===== src/rtl/pbso_pkg.sv =====
package pbso_pkg;

    localparam int MAX_BANDS = 16;
    localparam int BAND_AW   = (MAX_BANDS > 1) ? $clog2(MAX_BANDS) : 1;

    localparam int IDX_W     = 4;
    localparam int DIV_W     = 8;
    localparam int SPEED_W   = 8;
    localparam int MOTION_W  = 3;
    localparam int CAM_W     = 15;
    localparam int OFFSET_W  = 12;
    localparam int ACC_W     = 16;

    localparam int CFG_IDX_W  = 2;
    localparam int CFG_DATA_W = 12;

    // shared divider width
    localparam int QW     = 16;
    localparam int QCNT_W = $clog2(QW + 1);

    localparam logic [CFG_IDX_W-1:0] CFG_SCROLL_MODE  = 2'd0;
    localparam logic [CFG_IDX_W-1:0] CFG_PLANE_WIDTH  = 2'd1;
    localparam logic [CFG_IDX_W-1:0] CFG_PLANE_HEIGHT = 2'd2;

    localparam logic [1:0] SCROLL_HORIZ = 2'd0;
    localparam logic [1:0] SCROLL_VERT  = 2'd1;

    localparam logic [OFFSET_W-1:0] PLANE_WIDTH_RST  = 12'd640;
    localparam logic [OFFSET_W-1:0] PLANE_HEIGHT_RST = 12'd256;

    localparam logic CMD_UPDATE = 1'b0;
    localparam logic CMD_CLEAR  = 1'b1;

    localparam logic [MOTION_W-1:0] MOTION_CAMERA    = 3'd0;
    localparam logic [MOTION_W-1:0] MOTION_AUTO_FWD  = 3'd1;
    localparam logic [MOTION_W-1:0] MOTION_AUTO_BACK = 3'd2;
    localparam logic [MOTION_W-1:0] MOTION_COMB_FWD  = 3'd4;
    localparam logic [MOTION_W-1:0] MOTION_COMB_BACK = 3'd5;

    typedef enum logic [2:0] {
        SRC_CAM,
        SRC_QUO,
        SRC_CAM2,
        SRC_ACC,
        SRC_SPD
    } div_src_t;

    typedef struct packed {
        logic     load;
        logic     div_go;
        logic     div_wait;
        div_src_t div_src;
        logic     step;
        logic     finish;
    } ctl_cmd_t;

    typedef struct packed {
        logic skip;
        logic empty;
        logic cam_only;
        logic combined;
        logic acc_big;
        logic spd_big;
        logic div_done;
        logic out_free;
    } ctl_stat_t;

endpackage


===== src/rtl/pbso_in_if.sv =====
interface pbso_in_if import pbso_pkg::*; ();
    logic                valid;
    logic                ready;
    logic                cmd;
    logic [IDX_W-1:0]    band_index;
    logic                band_empty;
    logic [DIV_W-1:0]    divisor;
    logic [SPEED_W-1:0]  speed;
    logic [MOTION_W-1:0] motion_mode;
    logic [CAM_W-1:0]    camera_x;
    logic [CAM_W-1:0]    camera_y;

    modport source (
        output valid, cmd, band_index, band_empty, divisor, speed, motion_mode,
               camera_x, camera_y,
        input  ready
    );
    modport sink (
        input  valid, cmd, band_index, band_empty, divisor, speed, motion_mode,
               camera_x, camera_y,
        output ready
    );
endinterface


===== src/rtl/pbso_out_if.sv =====
interface pbso_out_if import pbso_pkg::*; ();
    logic                valid;
    logic                ready;
    logic [OFFSET_W-1:0] band_offset;

    modport source (
        output valid, band_offset,
        input  ready
    );
    modport sink (
        input  valid, band_offset,
        output ready
    );
endinterface


===== src/rtl/pbso_div.sv =====
module pbso_div import pbso_pkg::*; (
    input  logic          clk,
    input  logic          rst_n,
    input  logic          start,
    input  logic [QW-1:0] dividend,
    input  logic [QW-1:0] divisor,
    output logic          done,
    output logic [QW-1:0] quotient,
    output logic [QW-1:0] remainder
);

    logic [QCNT_W-1:0] cnt_reg, cnt_next;
    logic              done_reg, done_next;
    logic [QW-1:0]     quo_reg, quo_next;
    logic [QW-1:0]     rem_reg, rem_next;
    logic [QW-1:0]     dvs_reg, dvs_next;
    logic [QW:0]       shifted;
    logic [QW:0]       trial;

    // restoring division, one quotient bit per cycle
    always_comb
    begin
        shifted   = {rem_reg, quo_reg[QW-1]};
        trial     = shifted - {1'b0, dvs_reg};
        cnt_next  = cnt_reg;
        done_next = 1'b0;
        quo_next  = quo_reg;
        rem_next  = rem_reg;
        dvs_next  = dvs_reg;
        if (start)
        begin
            cnt_next = QCNT_W'(QW);
            quo_next = dividend;
            rem_next = '0;
            dvs_next = divisor;
        end
        else if (cnt_reg != '0)
        begin
            cnt_next  = cnt_reg - 1'b1;
            done_next = (cnt_reg == QCNT_W'(1));
            if (!trial[QW])
            begin
                rem_next = trial[QW-1:0];
                quo_next = {quo_reg[QW-2:0], 1'b1};
            end
            else
            begin
                rem_next = shifted[QW-1:0];
                quo_next = {quo_reg[QW-2:0], 1'b0};
            end
        end
    end

    always_ff @(posedge clk or negedge rst_n)
    begin
        if (!rst_n)
        begin
            cnt_reg  <= '0;
            done_reg <= 1'b0;
        end
        else
        begin
            cnt_reg  <= cnt_next;
            done_reg <= done_next;
        end
    end

    always_ff @(posedge clk)
    begin
        quo_reg <= quo_next;
        rem_reg <= rem_next;
        dvs_reg <= dvs_next;
    end

    assign done      = done_reg;
    assign quotient  = quo_reg;
    assign remainder = rem_reg;

endmodule


===== src/rtl/pbso_dp.sv =====
module pbso_dp import pbso_pkg::*; (
    input  logic                  clk,
    input  logic                  rst_n,
    input  logic                  cfg_we,
    input  logic [CFG_IDX_W-1:0]  cfg_index,
    input  logic [CFG_DATA_W-1:0] cfg_data,
    input  logic                  in_cmd,
    input  logic [IDX_W-1:0]      in_band_index,
    input  logic                  in_band_empty,
    input  logic [DIV_W-1:0]      in_divisor,
    input  logic [SPEED_W-1:0]    in_speed,
    input  logic [MOTION_W-1:0]   in_motion_mode,
    input  logic [CAM_W-1:0]      in_camera_x,
    input  logic [CAM_W-1:0]      in_camera_y,
    input  logic                  out_ready,
    output logic                  out_valid,
    output logic [OFFSET_W-1:0]   out_band_offset,
    input  ctl_cmd_t              cmd,
    output ctl_stat_t             stat
);

    logic [1:0]          scroll_mode_reg;
    logic [OFFSET_W-1:0] plane_width_reg;
    logic [OFFSET_W-1:0] plane_height_reg;

    logic [ACC_W-1:0]    acc_mem [MAX_BANDS];
    logic [OFFSET_W-1:0] off_mem [MAX_BANDS];

    logic                out_valid_reg;
    logic [OFFSET_W-1:0] out_offset_reg;

    // item registers
    logic                cmd_reg;
    logic [BAND_AW-1:0]  idx_reg;
    logic                in_range_reg;
    logic                empty_reg;
    logic [DIV_W-1:0]    div_reg;
    logic [MOTION_W-1:0] mode_reg;
    logic [CAM_W-1:0]    cam_reg;
    logic [OFFSET_W-1:0] m_reg;
    logic [OFFSET_W-1:0] o_reg;
    logic [ACC_W-1:0]    a_reg, a_next;
    logic [SPEED_W-1:0]  s_reg, s_next;
    logic [CAM_W-1:0]    q_reg, q_next;
    logic [OFFSET_W-1:0] t_reg, t_next;

    logic [BAND_AW-1:0]  in_idx;
    logic                in_range;
    logic [OFFSET_W-1:0] m_raw;
    logic [ACC_W-1:0]    m16;
    logic                hold_mode;
    logic                auto_mode;
    logic                combined;
    logic                fwd;
    logic                is_static;
    logic [ACC_W:0]      step_sum;
    logic [ACC_W:0]      step_red;
    logic [OFFSET_W:0]   comb_sum;
    logic [OFFSET_W-1:0] comb_red;
    logic [OFFSET_W-1:0] result;
    logic                fin_fire;

    logic                dv_done;
    logic [QW-1:0]       dv_dividend;
    logic [QW-1:0]       dv_divisor;
    logic [QW-1:0]       dv_quo;
    logic [QW-1:0]       dv_rem;

    assign in_idx   = BAND_AW'(in_band_index);
    assign in_range = (32'(in_band_index) < MAX_BANDS);
    assign m_raw    = (scroll_mode_reg == SCROLL_HORIZ) ? {1'b0, plane_width_reg[OFFSET_W-1:1]}
                                                        : plane_height_reg;
    assign m16      = {m_reg, 4'b0000};

    assign hold_mode = !((mode_reg == MOTION_CAMERA) || (mode_reg == MOTION_AUTO_FWD) ||
                         (mode_reg == MOTION_AUTO_BACK) || (mode_reg == MOTION_COMB_FWD) ||
                         (mode_reg == MOTION_COMB_BACK));
    assign combined  = (mode_reg == MOTION_COMB_FWD) || (mode_reg == MOTION_COMB_BACK);
    assign auto_mode = combined || (mode_reg == MOTION_AUTO_FWD) ||
                       (mode_reg == MOTION_AUTO_BACK);
    assign fwd       = (mode_reg == MOTION_AUTO_FWD) || (mode_reg == MOTION_COMB_FWD);
    assign is_static = scroll_mode_reg[1];

    always_comb
    begin
        dv_dividend = '0;
        dv_divisor  = m16;
        case (cmd.div_src)
            SRC_CAM:
            begin
                dv_dividend = QW'(cam_reg);
                dv_divisor  = QW'(div_reg);
            end
            SRC_QUO:
            begin
                dv_dividend = QW'(q_reg);
                dv_divisor  = QW'(m_reg);
            end
            SRC_CAM2:
            begin
                dv_dividend = {cam_reg, 1'b0};
                dv_divisor  = QW'(m_reg);
            end
            SRC_ACC:
            begin
                dv_dividend = a_reg;
                dv_divisor  = m16;
            end
            SRC_SPD:
            begin
                dv_dividend = QW'(s_reg);
                dv_divisor  = m16;
            end
            default:
            begin
                dv_dividend = '0;
                dv_divisor  = m16;
            end
        endcase
    end

    pbso_div u_div (
        .clk       (clk),
        .rst_n     (rst_n),
        .start     (cmd.div_go),
        .dividend  (dv_dividend),
        .divisor   (dv_divisor),
        .done      (dv_done),
        .quotient  (dv_quo),
        .remainder (dv_rem)
    );

    // accumulator step, both operands already below 16*M
    always_comb
    begin
        if (fwd)
        begin
            step_sum = {1'b0, a_reg} + (ACC_W+1)'(s_reg);
        end
        else
        begin
            step_sum = {1'b0, a_reg} + {1'b0, m16} - (ACC_W+1)'(s_reg);
        end
        step_red = (step_sum >= {1'b0, m16}) ? step_sum - {1'b0, m16} : step_sum;
        comb_sum = {1'b0, t_reg} + {1'b0, a_reg[ACC_W-1:4]};
        comb_red = (comb_sum >= {1'b0, m_reg}) ? OFFSET_W'(comb_sum - {1'b0, m_reg})
                                               : comb_sum[OFFSET_W-1:0];
    end

    always_comb
    begin
        if (!in_range_reg || (cmd_reg == CMD_CLEAR))
        begin
            result = '0;
        end
        else if (is_static)
        begin
            result = o_reg;
        end
        else if (empty_reg || (mode_reg == MOTION_CAMERA))
        begin
            result = t_reg;
        end
        else if (combined)
        begin
            result = comb_red;
        end
        else if (auto_mode)
        begin
            result = a_reg[ACC_W-1:4];
        end
        else
        begin
            result = o_reg;
        end
    end

    always_comb
    begin
        a_next = a_reg;
        s_next = s_reg;
        q_next = q_reg;
        t_next = t_reg;
        if (cmd.load)
        begin
            a_next = in_range ? acc_mem[in_idx] : '0;
            s_next = in_speed;
        end
        else if (cmd.div_wait && dv_done)
        begin
            case (cmd.div_src)
                SRC_CAM:  q_next = dv_quo[CAM_W-1:0];
                SRC_QUO:  t_next = dv_rem[OFFSET_W-1:0];
                SRC_CAM2: t_next = dv_rem[OFFSET_W-1:0];
                SRC_ACC:  a_next = dv_rem;
                SRC_SPD:  s_next = dv_rem[SPEED_W-1:0];
                default:  t_next = t_reg;
            endcase
        end
        else if (cmd.step)
        begin
            a_next = step_red[ACC_W-1:0];
        end
    end

    assign fin_fire = cmd.finish && (!out_valid_reg || out_ready);

    always_ff @(posedge clk)
    begin
        a_reg <= a_next;
        s_reg <= s_next;
        q_reg <= q_next;
        t_reg <= t_next;
        if (cmd.load)
        begin
            cmd_reg      <= in_cmd;
            idx_reg      <= in_idx;
            in_range_reg <= in_range;
            empty_reg    <= in_band_empty;
            div_reg      <= (in_divisor == '0) ? DIV_W'(1) : in_divisor;
            mode_reg     <= in_motion_mode;
            cam_reg      <= (scroll_mode_reg == SCROLL_HORIZ) ? in_camera_x : in_camera_y;
            m_reg        <= (m_raw == '0) ? OFFSET_W'(1) : m_raw;
            o_reg        <= in_range ? off_mem[in_idx] : '0;
        end
        if (fin_fire)
        begin
            out_offset_reg <= result;
        end
    end

    always_ff @(posedge clk or negedge rst_n)
    begin
        if (!rst_n)
        begin
            scroll_mode_reg  <= SCROLL_HORIZ;
            plane_width_reg  <= PLANE_WIDTH_RST;
            plane_height_reg <= PLANE_HEIGHT_RST;
            out_valid_reg    <= 1'b0;
            for (int i = 0; i < MAX_BANDS; i++)
            begin
                acc_mem[i] <= '0;
                off_mem[i] <= '0;
            end
        end
        else
        begin
            if (cfg_we)
            begin
                case (cfg_index)
                    CFG_SCROLL_MODE:  scroll_mode_reg  <= cfg_data[1:0];
                    CFG_PLANE_WIDTH:  plane_width_reg  <= cfg_data;
                    CFG_PLANE_HEIGHT: plane_height_reg <= cfg_data;
                    default:          scroll_mode_reg  <= scroll_mode_reg;
                endcase
            end
            if (fin_fire)
            begin
                out_valid_reg <= 1'b1;
                if (in_range_reg)
                begin
                    if (cmd_reg == CMD_CLEAR)
                    begin
                        acc_mem[idx_reg] <= '0;
                        off_mem[idx_reg] <= '0;
                    end
                    else if (!is_static)
                    begin
                        off_mem[idx_reg] <= result;
                        if (!empty_reg && auto_mode)
                        begin
                            acc_mem[idx_reg] <= a_reg;
                        end
                    end
                end
            end
            else if (out_ready)
            begin
                out_valid_reg <= 1'b0;
            end
        end
    end

    assign out_valid       = out_valid_reg;
    assign out_band_offset = out_offset_reg;

    always_comb
    begin
        stat.skip     = !in_range_reg || (cmd_reg == CMD_CLEAR) || is_static ||
                        (!empty_reg && hold_mode);
        stat.empty    = empty_reg;
        stat.cam_only = (mode_reg == MOTION_CAMERA);
        stat.combined = combined;
        stat.acc_big  = (a_reg >= m16);
        stat.spd_big  = (QW'(s_reg) >= m16);
        stat.div_done = dv_done;
        stat.out_free = !out_valid_reg || out_ready;
    end

endmodule


===== src/rtl/pbso_ctrl.sv =====
module pbso_ctrl import pbso_pkg::*; (
    input  logic      clk,
    input  logic      rst_n,
    input  logic      in_valid,
    output logic      in_ready,
    input  ctl_stat_t stat,
    output ctl_cmd_t  cmd
);

    typedef enum logic [3:0] {
        S_IDLE,
        S_DECIDE,
        S_CAM_GO,
        S_CAM_WAIT,
        S_QM_GO,
        S_QM_WAIT,
        S_E2_GO,
        S_E2_WAIT,
        S_ACC_GO,
        S_ACC_WAIT,
        S_SPD_GO,
        S_SPD_WAIT,
        S_STEP,
        S_FINISH
    } state_t;

    state_t state_reg, state_next;

    always_comb
    begin
        state_next   = state_reg;
        cmd          = '0;
        cmd.div_src  = SRC_CAM;
        in_ready     = 1'b0;
        case (state_reg)
            S_IDLE:
            begin
                in_ready = 1'b1;
                cmd.load = in_valid;
                if (in_valid)
                begin
                    state_next = S_DECIDE;
                end
            end
            S_DECIDE:
            begin
                if (stat.skip)
                begin
                    state_next = S_FINISH;
                end
                else if (stat.empty)
                begin
                    state_next = S_E2_GO;
                end
                else if (stat.cam_only)
                begin
                    state_next = S_CAM_GO;
                end
                else if (stat.acc_big)
                begin
                    state_next = S_ACC_GO;
                end
                else if (stat.spd_big)
                begin
                    state_next = S_SPD_GO;
                end
                else
                begin
                    state_next = S_STEP;
                end
            end
            S_CAM_GO:
            begin
                cmd.div_go  = 1'b1;
                cmd.div_src = SRC_CAM;
                state_next  = S_CAM_WAIT;
            end
            S_CAM_WAIT:
            begin
                cmd.div_wait = 1'b1;
                cmd.div_src  = SRC_CAM;
                if (stat.div_done)
                begin
                    state_next = S_QM_GO;
                end
            end
            S_QM_GO:
            begin
                cmd.div_go  = 1'b1;
                cmd.div_src = SRC_QUO;
                state_next  = S_QM_WAIT;
            end
            S_QM_WAIT:
            begin
                cmd.div_wait = 1'b1;
                cmd.div_src  = SRC_QUO;
                if (stat.div_done)
                begin
                    state_next = S_FINISH;
                end
            end
            S_E2_GO:
            begin
                cmd.div_go  = 1'b1;
                cmd.div_src = SRC_CAM2;
                state_next  = S_E2_WAIT;
            end
            S_E2_WAIT:
            begin
                cmd.div_wait = 1'b1;
                cmd.div_src  = SRC_CAM2;
                if (stat.div_done)
                begin
                    state_next = S_FINISH;
                end
            end
            S_ACC_GO:
            begin
                cmd.div_go  = 1'b1;
                cmd.div_src = SRC_ACC;
                state_next  = S_ACC_WAIT;
            end
            S_ACC_WAIT:
            begin
                cmd.div_wait = 1'b1;
                cmd.div_src  = SRC_ACC;
                if (stat.div_done)
                begin
                    state_next = stat.spd_big ? S_SPD_GO : S_STEP;
                end
            end
            S_SPD_GO:
            begin
                cmd.div_go  = 1'b1;
                cmd.div_src = SRC_SPD;
                state_next  = S_SPD_WAIT;
            end
            S_SPD_WAIT:
            begin
                cmd.div_wait = 1'b1;
                cmd.div_src  = SRC_SPD;
                if (stat.div_done)
                begin
                    state_next = S_STEP;
                end
            end
            S_STEP:
            begin
                cmd.step   = 1'b1;
                state_next = stat.combined ? S_CAM_GO : S_FINISH;
            end
            S_FINISH:
            begin
                cmd.finish = 1'b1;
                if (stat.out_free)
                begin
                    state_next = S_IDLE;
                end
            end
            default:
            begin
                state_next = S_IDLE;
            end
        endcase
    end

    always_ff @(posedge clk or negedge rst_n)
    begin
        if (!rst_n)
        begin
            state_reg <= S_IDLE;
        end
        else
        begin
            state_reg <= state_next;
        end
    end

endmodule


===== src/rtl/parallax_band_scroll_offset.sv =====
// channel  dir  payload                                               transaction
// in_ch    in   cmd band_index band_empty divisor speed motion_mode   valid & ready
//               camera_x camera_y
// out_ch   out  band_offset                                           valid & ready
// cfg      in   cfg_index cfg_data                                    cfg_we
//
// One item at a time through a shared 16-bit restoring divider (one bit per cycle).
// Each item runs D divisions, plus a step state in auto and combined modes; D divisions:
// 0 clear/static/hold, 1 empty band, 2 camera, 0-2 auto, 2-4 combined.
// Reset loads the register defaults and clears all band stores at once.
// A new item is taken while a result waits in the output register; the block
// stalls in its finish state only if that register is still full.
module parallax_band_scroll_offset import pbso_pkg::*; (
    input  logic                  clk,
    input  logic                  rst_n,
    pbso_in_if.sink               in_ch,
    pbso_out_if.source            out_ch,
    input  logic                  cfg_we,
    input  logic [CFG_IDX_W-1:0]  cfg_index,
    input  logic [CFG_DATA_W-1:0] cfg_data
);

    ctl_cmd_t  cmd;
    ctl_stat_t stat;

    pbso_ctrl u_ctrl (
        .clk      (clk),
        .rst_n    (rst_n),
        .in_valid (in_ch.valid),
        .in_ready (in_ch.ready),
        .stat     (stat),
        .cmd      (cmd)
    );

    pbso_dp u_dp (
        .clk             (clk),
        .rst_n           (rst_n),
        .cfg_we          (cfg_we),
        .cfg_index       (cfg_index),
        .cfg_data        (cfg_data),
        .in_cmd          (in_ch.cmd),
        .in_band_index   (in_ch.band_index),
        .in_band_empty   (in_ch.band_empty),
        .in_divisor      (in_ch.divisor),
        .in_speed        (in_ch.speed),
        .in_motion_mode  (in_ch.motion_mode),
        .in_camera_x     (in_ch.camera_x),
        .in_camera_y     (in_ch.camera_y),
        .out_ready       (out_ch.ready),
        .out_valid       (out_ch.valid),
        .out_band_offset (out_ch.band_offset),
        .cmd             (cmd),
        .stat            (stat)
    );

`ifndef SYNTHESIS
    a_one_item: assert property (@(posedge clk) disable iff (!rst_n)
        in_ch.valid && in_ch.ready |=> !in_ch.ready)
        else $error("input taken while an item is in flight");

    a_offset_range: assert property (@(posedge clk) disable iff (!rst_n)
        out_ch.valid |-> (out_ch.band_offset <= 12'd4094))
        else $error("band offset out of range");

    a_div_done_waited: assert property (@(posedge clk) disable iff (!rst_n)
        stat.div_done |-> cmd.div_wait)
        else $error("divider finished with no one waiting");

    a_finish_holds: assert property (@(posedge clk) disable iff (!rst_n)
        cmd.finish && !stat.out_free |=> cmd.finish)
        else $error("result dropped while output register full");
`endif

endmodule


===== src/flat_wrapper.sv =====
// flat-port wrapper written by rule: the top's interface ports become plain ports
module parallax_band_scroll_offset_flat import pbso_pkg::*;
  (clk, rst_n, cfg_we, cfg_index, cfg_data, in_ch_valid, in_ch_cmd, in_ch_band_index, in_ch_band_empty, in_ch_divisor, in_ch_speed, in_ch_motion_mode, in_ch_camera_x, in_ch_camera_y, in_ch_ready, out_ch_valid, out_ch_band_offset, out_ch_ready);
  pbso_in_if in_ch_i ();
  pbso_out_if out_ch_i ();
  input  logic clk;
  input  logic rst_n;
  input  logic cfg_we;
  input  logic [CFG_IDX_W-1:0] cfg_index;
  input  logic [CFG_DATA_W-1:0] cfg_data;
  input wire logic [$bits(in_ch_i.valid)-1:0] in_ch_valid;
  input wire logic [$bits(in_ch_i.cmd)-1:0] in_ch_cmd;
  input wire logic [$bits(in_ch_i.band_index)-1:0] in_ch_band_index;
  input wire logic [$bits(in_ch_i.band_empty)-1:0] in_ch_band_empty;
  input wire logic [$bits(in_ch_i.divisor)-1:0] in_ch_divisor;
  input wire logic [$bits(in_ch_i.speed)-1:0] in_ch_speed;
  input wire logic [$bits(in_ch_i.motion_mode)-1:0] in_ch_motion_mode;
  input wire logic [$bits(in_ch_i.camera_x)-1:0] in_ch_camera_x;
  input wire logic [$bits(in_ch_i.camera_y)-1:0] in_ch_camera_y;
  output wire logic [$bits(in_ch_i.ready)-1:0] in_ch_ready;
  output wire logic [$bits(out_ch_i.valid)-1:0] out_ch_valid;
  output wire logic [$bits(out_ch_i.band_offset)-1:0] out_ch_band_offset;
  input wire logic [$bits(out_ch_i.ready)-1:0] out_ch_ready;
  assign in_ch_i.valid = in_ch_valid;
  assign in_ch_i.cmd = in_ch_cmd;
  assign in_ch_i.band_index = in_ch_band_index;
  assign in_ch_i.band_empty = in_ch_band_empty;
  assign in_ch_i.divisor = in_ch_divisor;
  assign in_ch_i.speed = in_ch_speed;
  assign in_ch_i.motion_mode = in_ch_motion_mode;
  assign in_ch_i.camera_x = in_ch_camera_x;
  assign in_ch_i.camera_y = in_ch_camera_y;
  assign in_ch_ready = in_ch_i.ready;
  assign out_ch_valid = out_ch_i.valid;
  assign out_ch_band_offset = out_ch_i.band_offset;
  assign out_ch_i.ready = out_ch_ready;
  parallax_band_scroll_offset u_core (.clk(clk), .rst_n(rst_n), .in_ch(in_ch_i), .out_ch(out_ch_i), .cfg_we(cfg_we), .cfg_index(cfg_index), .cfg_data(cfg_data));
endmodule

===== config.mk =====
export PLATFORM = sky130hd
export DESIGN_NAME = parallax_band_scroll_offset_flat
export DESIGN_NICKNAME = d
export VERILOG_FILES = /design/src/rtl/pbso_pkg.sv /design/src/rtl/pbso_in_if.sv /design/src/rtl/pbso_out_if.sv /design/src/rtl/pbso_div.sv /design/src/rtl/pbso_dp.sv /design/src/rtl/pbso_ctrl.sv /design/src/rtl/parallax_band_scroll_offset.sv /design/src/flat_wrapper.sv
export SDC_FILE = /design/constraint.sdc
export NUM_CORES = 1
export LEC_CHECK = 0
export ABC_CLOCK_PERIOD_IN_PS = 9000
export BUFFER_PORTS_ARGS = -buffer_cell sky130_fd_sc_hd__clkbuf_2
export CORE_ASPECT_RATIO = 1.2
export CORE_MARGIN = 3
export CORE_UTILIZATION = 23
export CTS_CLUSTER_SIZE = 24
export DETAILED_ROUTE_END_ITERATION = 8
export GPL_TIMING_DRIVEN = 0
export PLACE_DENSITY_LB_ADDON = 0.25
export SLEW_MARGIN = 0
export SYNTH_ARGS = -nofsm -noshare
export SYNTH_HDL_FRONTEND = slang
export SYNTH_HIERARCHICAL = 1
export SYNTH_SLANG_ARGS = --single-unit
export TNS_END_PERCENT = 100

===== constraint.sdc =====
create_clock -name clk -period 9 [get_ports clk]
set_clock_uncertainty 0.2 [all_clocks]
set_input_delay 0.9 -clock clk [delete_from_list [all_inputs] [get_ports clk]]
set_output_delay 0.9 -clock clk [all_outputs]
set_load 0.01 [all_outputs]

==> results_dict.tcl, run 1 <==
set metrics [dict create \
    final_nets 3464 \
    timing.fmax_ghz 0.146 \
    cpPeakStageDelay_ns 0.79 \
    hp-class "input pin to flop" \
    largest_register_ffs 256 \
    power_per_cell_area_nw_per_um2 349 \
    synth_flop_cell "dfrtp_1" \
    setup_ws_ns 2.15 \
    slew_headroom 0.124 \
    cts-root-buf "clkbuf_16" \
    synth_top_area_share 0.350 \
    syn_nets 3292 \
    place_area_um2 37500 \
    synth_common_cells "481 x dfrtp_1, 472 x nand2_1, 343 x o21ai_0" \
    cts_tree "built" \
    setup_viol 0 \
    top_regs "u_core/u_dp/acc_mem x256, u_core/u_dp/off_mem x192" \
    globalRouteTotalUtil 0.151 \
    cp-start-kind "flop" \
    post_drt_via_cell_ratio 4.85 \
    required_ns 9.18 \
    grt_overflow 0 \
    synth_largest_area_cell "dfrtp_1" \
    placementRows 154 \
    grt_pass1_vias 26100 \
    p_leak_nw 16.3 \
    cp_slowest_cell "clkbuf_1" \
    yosysMostFrequentCell "dfrtp_1" \
    finalInstanceArea_um2 39900 \
    grt_start_max_net_pins 112 \
    coreArea_um2 148000 \
    post_synth_num_cell_types 107 \
    path_clk_slew_ns 0.07 \
    cp.arrival_ns 7.03 \
    syn2layout_area_growth_pct 16.0 \
    clock_path_buffers 3 \
    rsz0062_at_grt "false" \
    cp_top_family "compound AO/OA/AOI/OAI gates" \
    drtAntennaViolNets 0 \
    hpwl_um 88700 \
    synth_warnings 6 \
    cp_cell_sequence "clkbuf_1, inv_2, ha_1, inv_1, ha_1, a21oi_1, o21ai_0, a221oi_1, nor2_1, nor4_1, ha_1, nand4_1, or4_1, a21oi_1, nand3_1, nor4b_1, a2bb2oi_1, buf_4, mux2i_1, o221ai_1" \
    htree_levels 3 \
    finalSetupTns_ns 0 \
    drv_cap 0 \
    drive_gt1_frac 0.174 \
    clk_latency_ns 0.67 \
    drt_iter0_markers 2071 \
    holdWs_ns 0.204 \
    antenna_found_initial 10 \
    yosys-top-cells-area "dfrtp_1 35%, edfxtp_1 13%, mux4_2 9.7%, nand2_1 5.2%, o21ai_0 5.0%" \
    worstSetupPathType "flop to flop" \
    portBuffers 87 \
    end_kind "flop" \
    hold_viol 0 \
    fin_util 0.270 \
    synth-seq-cells 651 \
    dp_slack_ns 2.16 \
    die-height_um 429 \
    maxSlewViolCount 0 \
    synthArstFlopShare 0.743 \
    syn_area_um2 34400 \
    vias 25600 \
    status "completed" \
    post_drt_wl_per_cell_um 22.5 \
    cts.sinks 651 \
    totalWireLength_um 119000 \
    layout_min_cycle_time_ns 6.85 \
    cp_max_fo 10 \
    die_area_um2 154000 \
    grt_first_pass_wirelength_um 176000 \
    drc 0 \
    ir_drop_mv 0.153 \
    die-width_um 359 \
    top_register "u_core/u_dp/acc_mem" \
    seq_area_frac_synth 0.494 \
    path_buf_inv 4 \
    numCtsBuffers 72 \
    synth_edf_count 151 \
    io_pins 88 \
    syn_inst 3102 \
    syn_avg_cell_area_um2 11.1 \
    cts-resized-gates 0 \
    worst_slew_pin_slew_ns 1.30 \
    gp_congestion 0.863 \
    dr.pass1.iters 5 \
    fin_crit_sh 0.761 \
    start_util 0.233 \
    cp_common_cell "ha_1" \
]
path summary, 6_finish.rpt:
| path | startpoint | end | slack [ns] | depth (start not counted) |
|---|---|---|---|---|
| max | u_core/u_dp/a_reg[9]$_DFFE_PP_ | u_core/u_dp/a_reg[9]$_DFFE_PP_ | 2.15 | 20 |
| min | in_ch_band_empty | u_core/u_dp/empty_reg$_DFFE_PP_ | 0.20 | 1 |
| max reg2reg | u_core/u_dp/a_reg[9]$_DFFE_PP_ | u_core/u_dp/a_reg[9]$_DFFE_PP_ | 2.15 | 20 |
| min reg2reg | u_core/u_dp/u_div/quotient[11]$_DFFE_PP_ | u_core/u_dp/q_reg[11]$_DFFE_PP_ | 0.25 | 0 |
| max in group asynchronous | rst_n | u_core/u_dp/plane_height_reg[10]$_DFFE_PN0P_ | 5.96 | 6 |
| min in group asynchronous | rst_n | u_core/u_dp/out_valid$_DFFE_PN0P_ | 0.45 | 2 |
timing repair:
action,in CTS,in global routing
endpoints found under the hold margin,10,0
buffers inserted,0,0
hold buffers,1,0
report_power, final:
part	switching (mW)	leakage (nW)	total [mW]	internal, mW
clock network	1.30	1.14	3.00	1.70
registers	0.619	8.18	4.52	3.90
logic	3.71	7.00	6.38	2.67
total	5.62	16.3	13.9	8.27
stage by stage:
step                total power, mW  cells
CTS                            14.0   5280
finish                         13.9   5284
global placement               10.8   5139
detailed placement             10.9   5149
global route                   14.8   5280
floorplan                      8.93   3102
layout by cell type (no fill, tap or decap), types with 105 or more instances in the layout:
cell type | synthesis | routed
nand2_1 | 472 | 472
o21ai_0 | 343 | 343
inv_1 | 105 | 105
nor2_1 | 148 | 148
ha_1 | 106 | 106
edfxtp_1 | 151 | 151
dfrtp_1 | 481 | 481
mux4_2 | 148 | 148
clkbuf_1 | 159 | 174
mux2_2 | 151 | 151
per-layer routing:
metal | share of wire | global-route usage | wire [um]
met4 | 0.035 | 0.0560 | 4130
met1 | 0.42 | 0.187 | 49900
met3 | 0.043 | 0.0220 | 5050
met2 | 0.50 | 0.266 | 59500
met5 | 0.00035 | 0 | 41
area by class of cell:
class / instances / area, um2
flip-flops and latches: 651 / 17000
diodes: 4 / 10.0
well taps: 1950 / 2440
multi-input cells: 2137 / 16100
fillers: 15700 / 108000
repair buffers: 98 / 653
clock inverters: 30 / 303
inverters: 106 / 398
plain buffers: 208 / 885
clock buffers: 100 / 2060
cells by family (layout without fill, tap and decap cells):
family	Yosys count	count (layout)	share of synthesized area
AO/OA/AOI/OAI	766	766	0.140
XOR/XNOR	56	56	0.0143
adder cells (fa/ha/maj)	116	116	0.0444
buffers and inverters	314	542	0.0373
flip-flops	651	651	0.494
multiplexers	346	346	0.160
other	0	4	0
AND/OR/NAND/NOR	853	853	0.110
Power figures use the tool's default switching activity.
==> inputs of run 2 (changes only) <==
- ABC_CLOCK_PERIOD_IN_PS: 9000 -> 7000
- clock period: 9 -> 7 ns (I/O delays scaled with it)
==> results_dict.tcl, run 2 (synthesis results as in run 1) <==
set metrics [dict create \
    power_per_cell_area_nw_per_um2 448 \
    post_drt_via_cell_ratio 4.86 \
    reg2reg_to "u_core/u_dp/a_reg[9]$_DFFE_PP_" \
    finalSetupTns_ns 0 \
    clk_latency_ns 0.67 \
    cp_cell_sequence "clkbuf_1, inv_2, ha_1, inv_1, ha_1, a21oi_1, o21ai_0, a221oi_1, nor2_1, nor4_1, ha_1, nand4_1, or4_1, a21oi_1, nand3_1, nor4b_1, a2bb2oi_2, buf_4, mux2i_1, o221ai_1" \
    totalWireLength_um 119000 \
    p_seq_frac 0.324 \
    p_leak_nw 16.4 \
    post_drt_wl_per_cell_um 22.4 \
    drt_iter0_markers 1918 \
    portBuffers 87 \
    path_buf_inv 4 \
    endpoint "u_core/u_dp/a_reg[9]$_DFFE_PP_" \
    grt_start_max_net_pins 112 \
    top_regs "u_core/u_dp/acc_mem x256, u_core/u_dp/off_mem x192" \
    syn2layout_area_growth_pct 16.2 \
    swShare 0.404 \
    clock_power_share 0.215 \
    grt_overflow 0 \
    cpPeakStageDelay_ns 0.79 \
    die-height_um 429 \
    grt_pass1_vias 26200 \
    cp_max_fo 10 \
    p_comb_frac 0.461 \
    cts_tree "built" \
    cp_top_family "simple AND/OR/NAND/NOR gates" \
    required_ns 7.18 \
    path_clk_slew_ns 0.07 \
    placementRows 154 \
    timing.fmax_ghz 0.152 \
    drc 0 \
    final_common_cell "dfrtp_1" \
    layout_min_cycle_time_ns 6.59 \
    gp_congestion 0.863 \
    status "completed" \
    start_util 0.233 \
    coreArea_um2 148000 \
    cts-root-buf "clkbuf_16" \
    top_register "u_core/u_dp/acc_mem" \
    drive_gt1_frac 0.175 \
    worst_slew_pin_slew_ns 1.35 \
    vias 25700 \
    cp_slowest_cell "clkbuf_1" \
    antenna_found_initial 8 \
    end_kind "flop" \
    die-width_um 359 \
    worstSetupPathType "flop to flop" \
    drtAntennaViolNets 0 \
    fin_util 0.270 \
    largest_register_ffs 256 \
    cp_common_cell "ha_1" \
    fin_cells 5290 \
    final_nets 3471 \
    hp-class "input pin to flop" \
    htree_levels 3 \
    rrSetupSlack_ns 0.41 \
    setup_ws_ns 0.408 \
    p_total_mw 17.9 \
    cp.arrival_ns 6.77 \
    switching_power_mw 7.23 \
    cp-start-kind "flop" \
    setup_viol 0 \
    dr.pass1.iters 5 \
    ir_drop_mv 0.196 \
    io_pins 88 \
    maxSlewViolCount 0 \
    place_area_um2 37500 \
    dp_slack_ns 0.163 \
    slew_headroom 0.0902 \
    rsz0062_at_grt "false" \
    numCtsBuffers 72 \
    fin_crit_sh 0.942 \
    cts.sinks 651 \
    hold_viol 0 \
    die_area_um2 154000 \
    globalRouteTotalUtil 0.151 \
    dp.cells 5149 \
    crit_cells 20 \
    startpoint "u_core/u_dp/a_reg[9]$_DFFE_PP_" \
    reg2regPathDepth 20 \
    fill_cells 15700 \
    finalInstanceArea_um2 39900 \
    power.internal_mw 10.7 \
    drv_cap 0 \
    clock_path_buffers 3 \
    grt_first_pass_wirelength_um 177000 \
    crit-reg2reg-launch "u_core/u_dp/a_reg[9]$_DFFE_PP_" \
    hpwl_um 88700 \
    holdWs_ns 0.0422 \
    layout_common_cells "481 x dfrtp_1, 472 x nand2_1, 343 x o21ai_0" \
]
## run 2: power groups by stage
| stage | combinational (mW) | sequential [mW] | clock, mW |
|---|---|---|---|
| after floorplan | 6.02 | 5.45 | 0 |
| after global placement | 8.06 | 5.87 | 0 |
| after detailed placement | 8.12 | 5.86 | 0 |
| after CTS | 8.18 | 5.80 | 3.98 |
| after global routing | 9.08 | 5.89 | 4.12 |
| final | 8.24 | 5.79 | 3.85 |
## run 2: worst min path at each step
stage,start,end,cells after the start,slack (ns)
floorplan,rst_n,u_core/u_ctrl/state_reg[0]$_DFFE_PN0P_,0,0.20
global placement,u_core/u_dp/u_div/quotient[14]$_DFFE_PP_,u_core/u_dp/q_reg[14]$_DFFE_PP_,0,0.23
detailed placement,u_core/u_dp/u_div/quotient[7]$_DFFE_PP_,u_core/u_dp/q_reg[7]$_DFFE_PP_,0,0.23
CTS,in_ch_band_index[2],u_core/u_dp/idx_reg[2]$_DFFE_PP_,1,0.002
global route,in_ch_band_index[2],u_core/u_dp/idx_reg[2]$_DFFE_PP_,1,0.03
finish,in_ch_band_index[2],u_core/u_dp/idx_reg[2]$_DFFE_PP_,1,0.04
## run 2: metal layers
layer	wire (um)	track usage
met5	27	0
met3	5060	0.0213
met4	4200	0.0560
met1	49700	0.187
met2	59500	0.266
## run 2: cell type report
class                           count  area, um2  area share
Timing Repair Buffer              105        716      0.0179
Clock buffer                      100       2060      0.0516
Buffer                            208        885      0.0222
Sequential cell                   651      17000       0.425
Clock inverter                     30        303     0.00759
Inverter                          106        398     0.00997
Tap cell                         1950       2440      0.0611
Antenna cell                        3       7.51    0.000188
Multi-Input combinational cell   2137      16100       0.404
## run 2: repair_timing
item | CTS | global route
hold buffers | 5 | 0
endpoints found under the hold margin | 14 | 0
setup buffers | 0 | 3
gates resized for setup | 0 | 1
setup endpoints to repair | 0 | 8
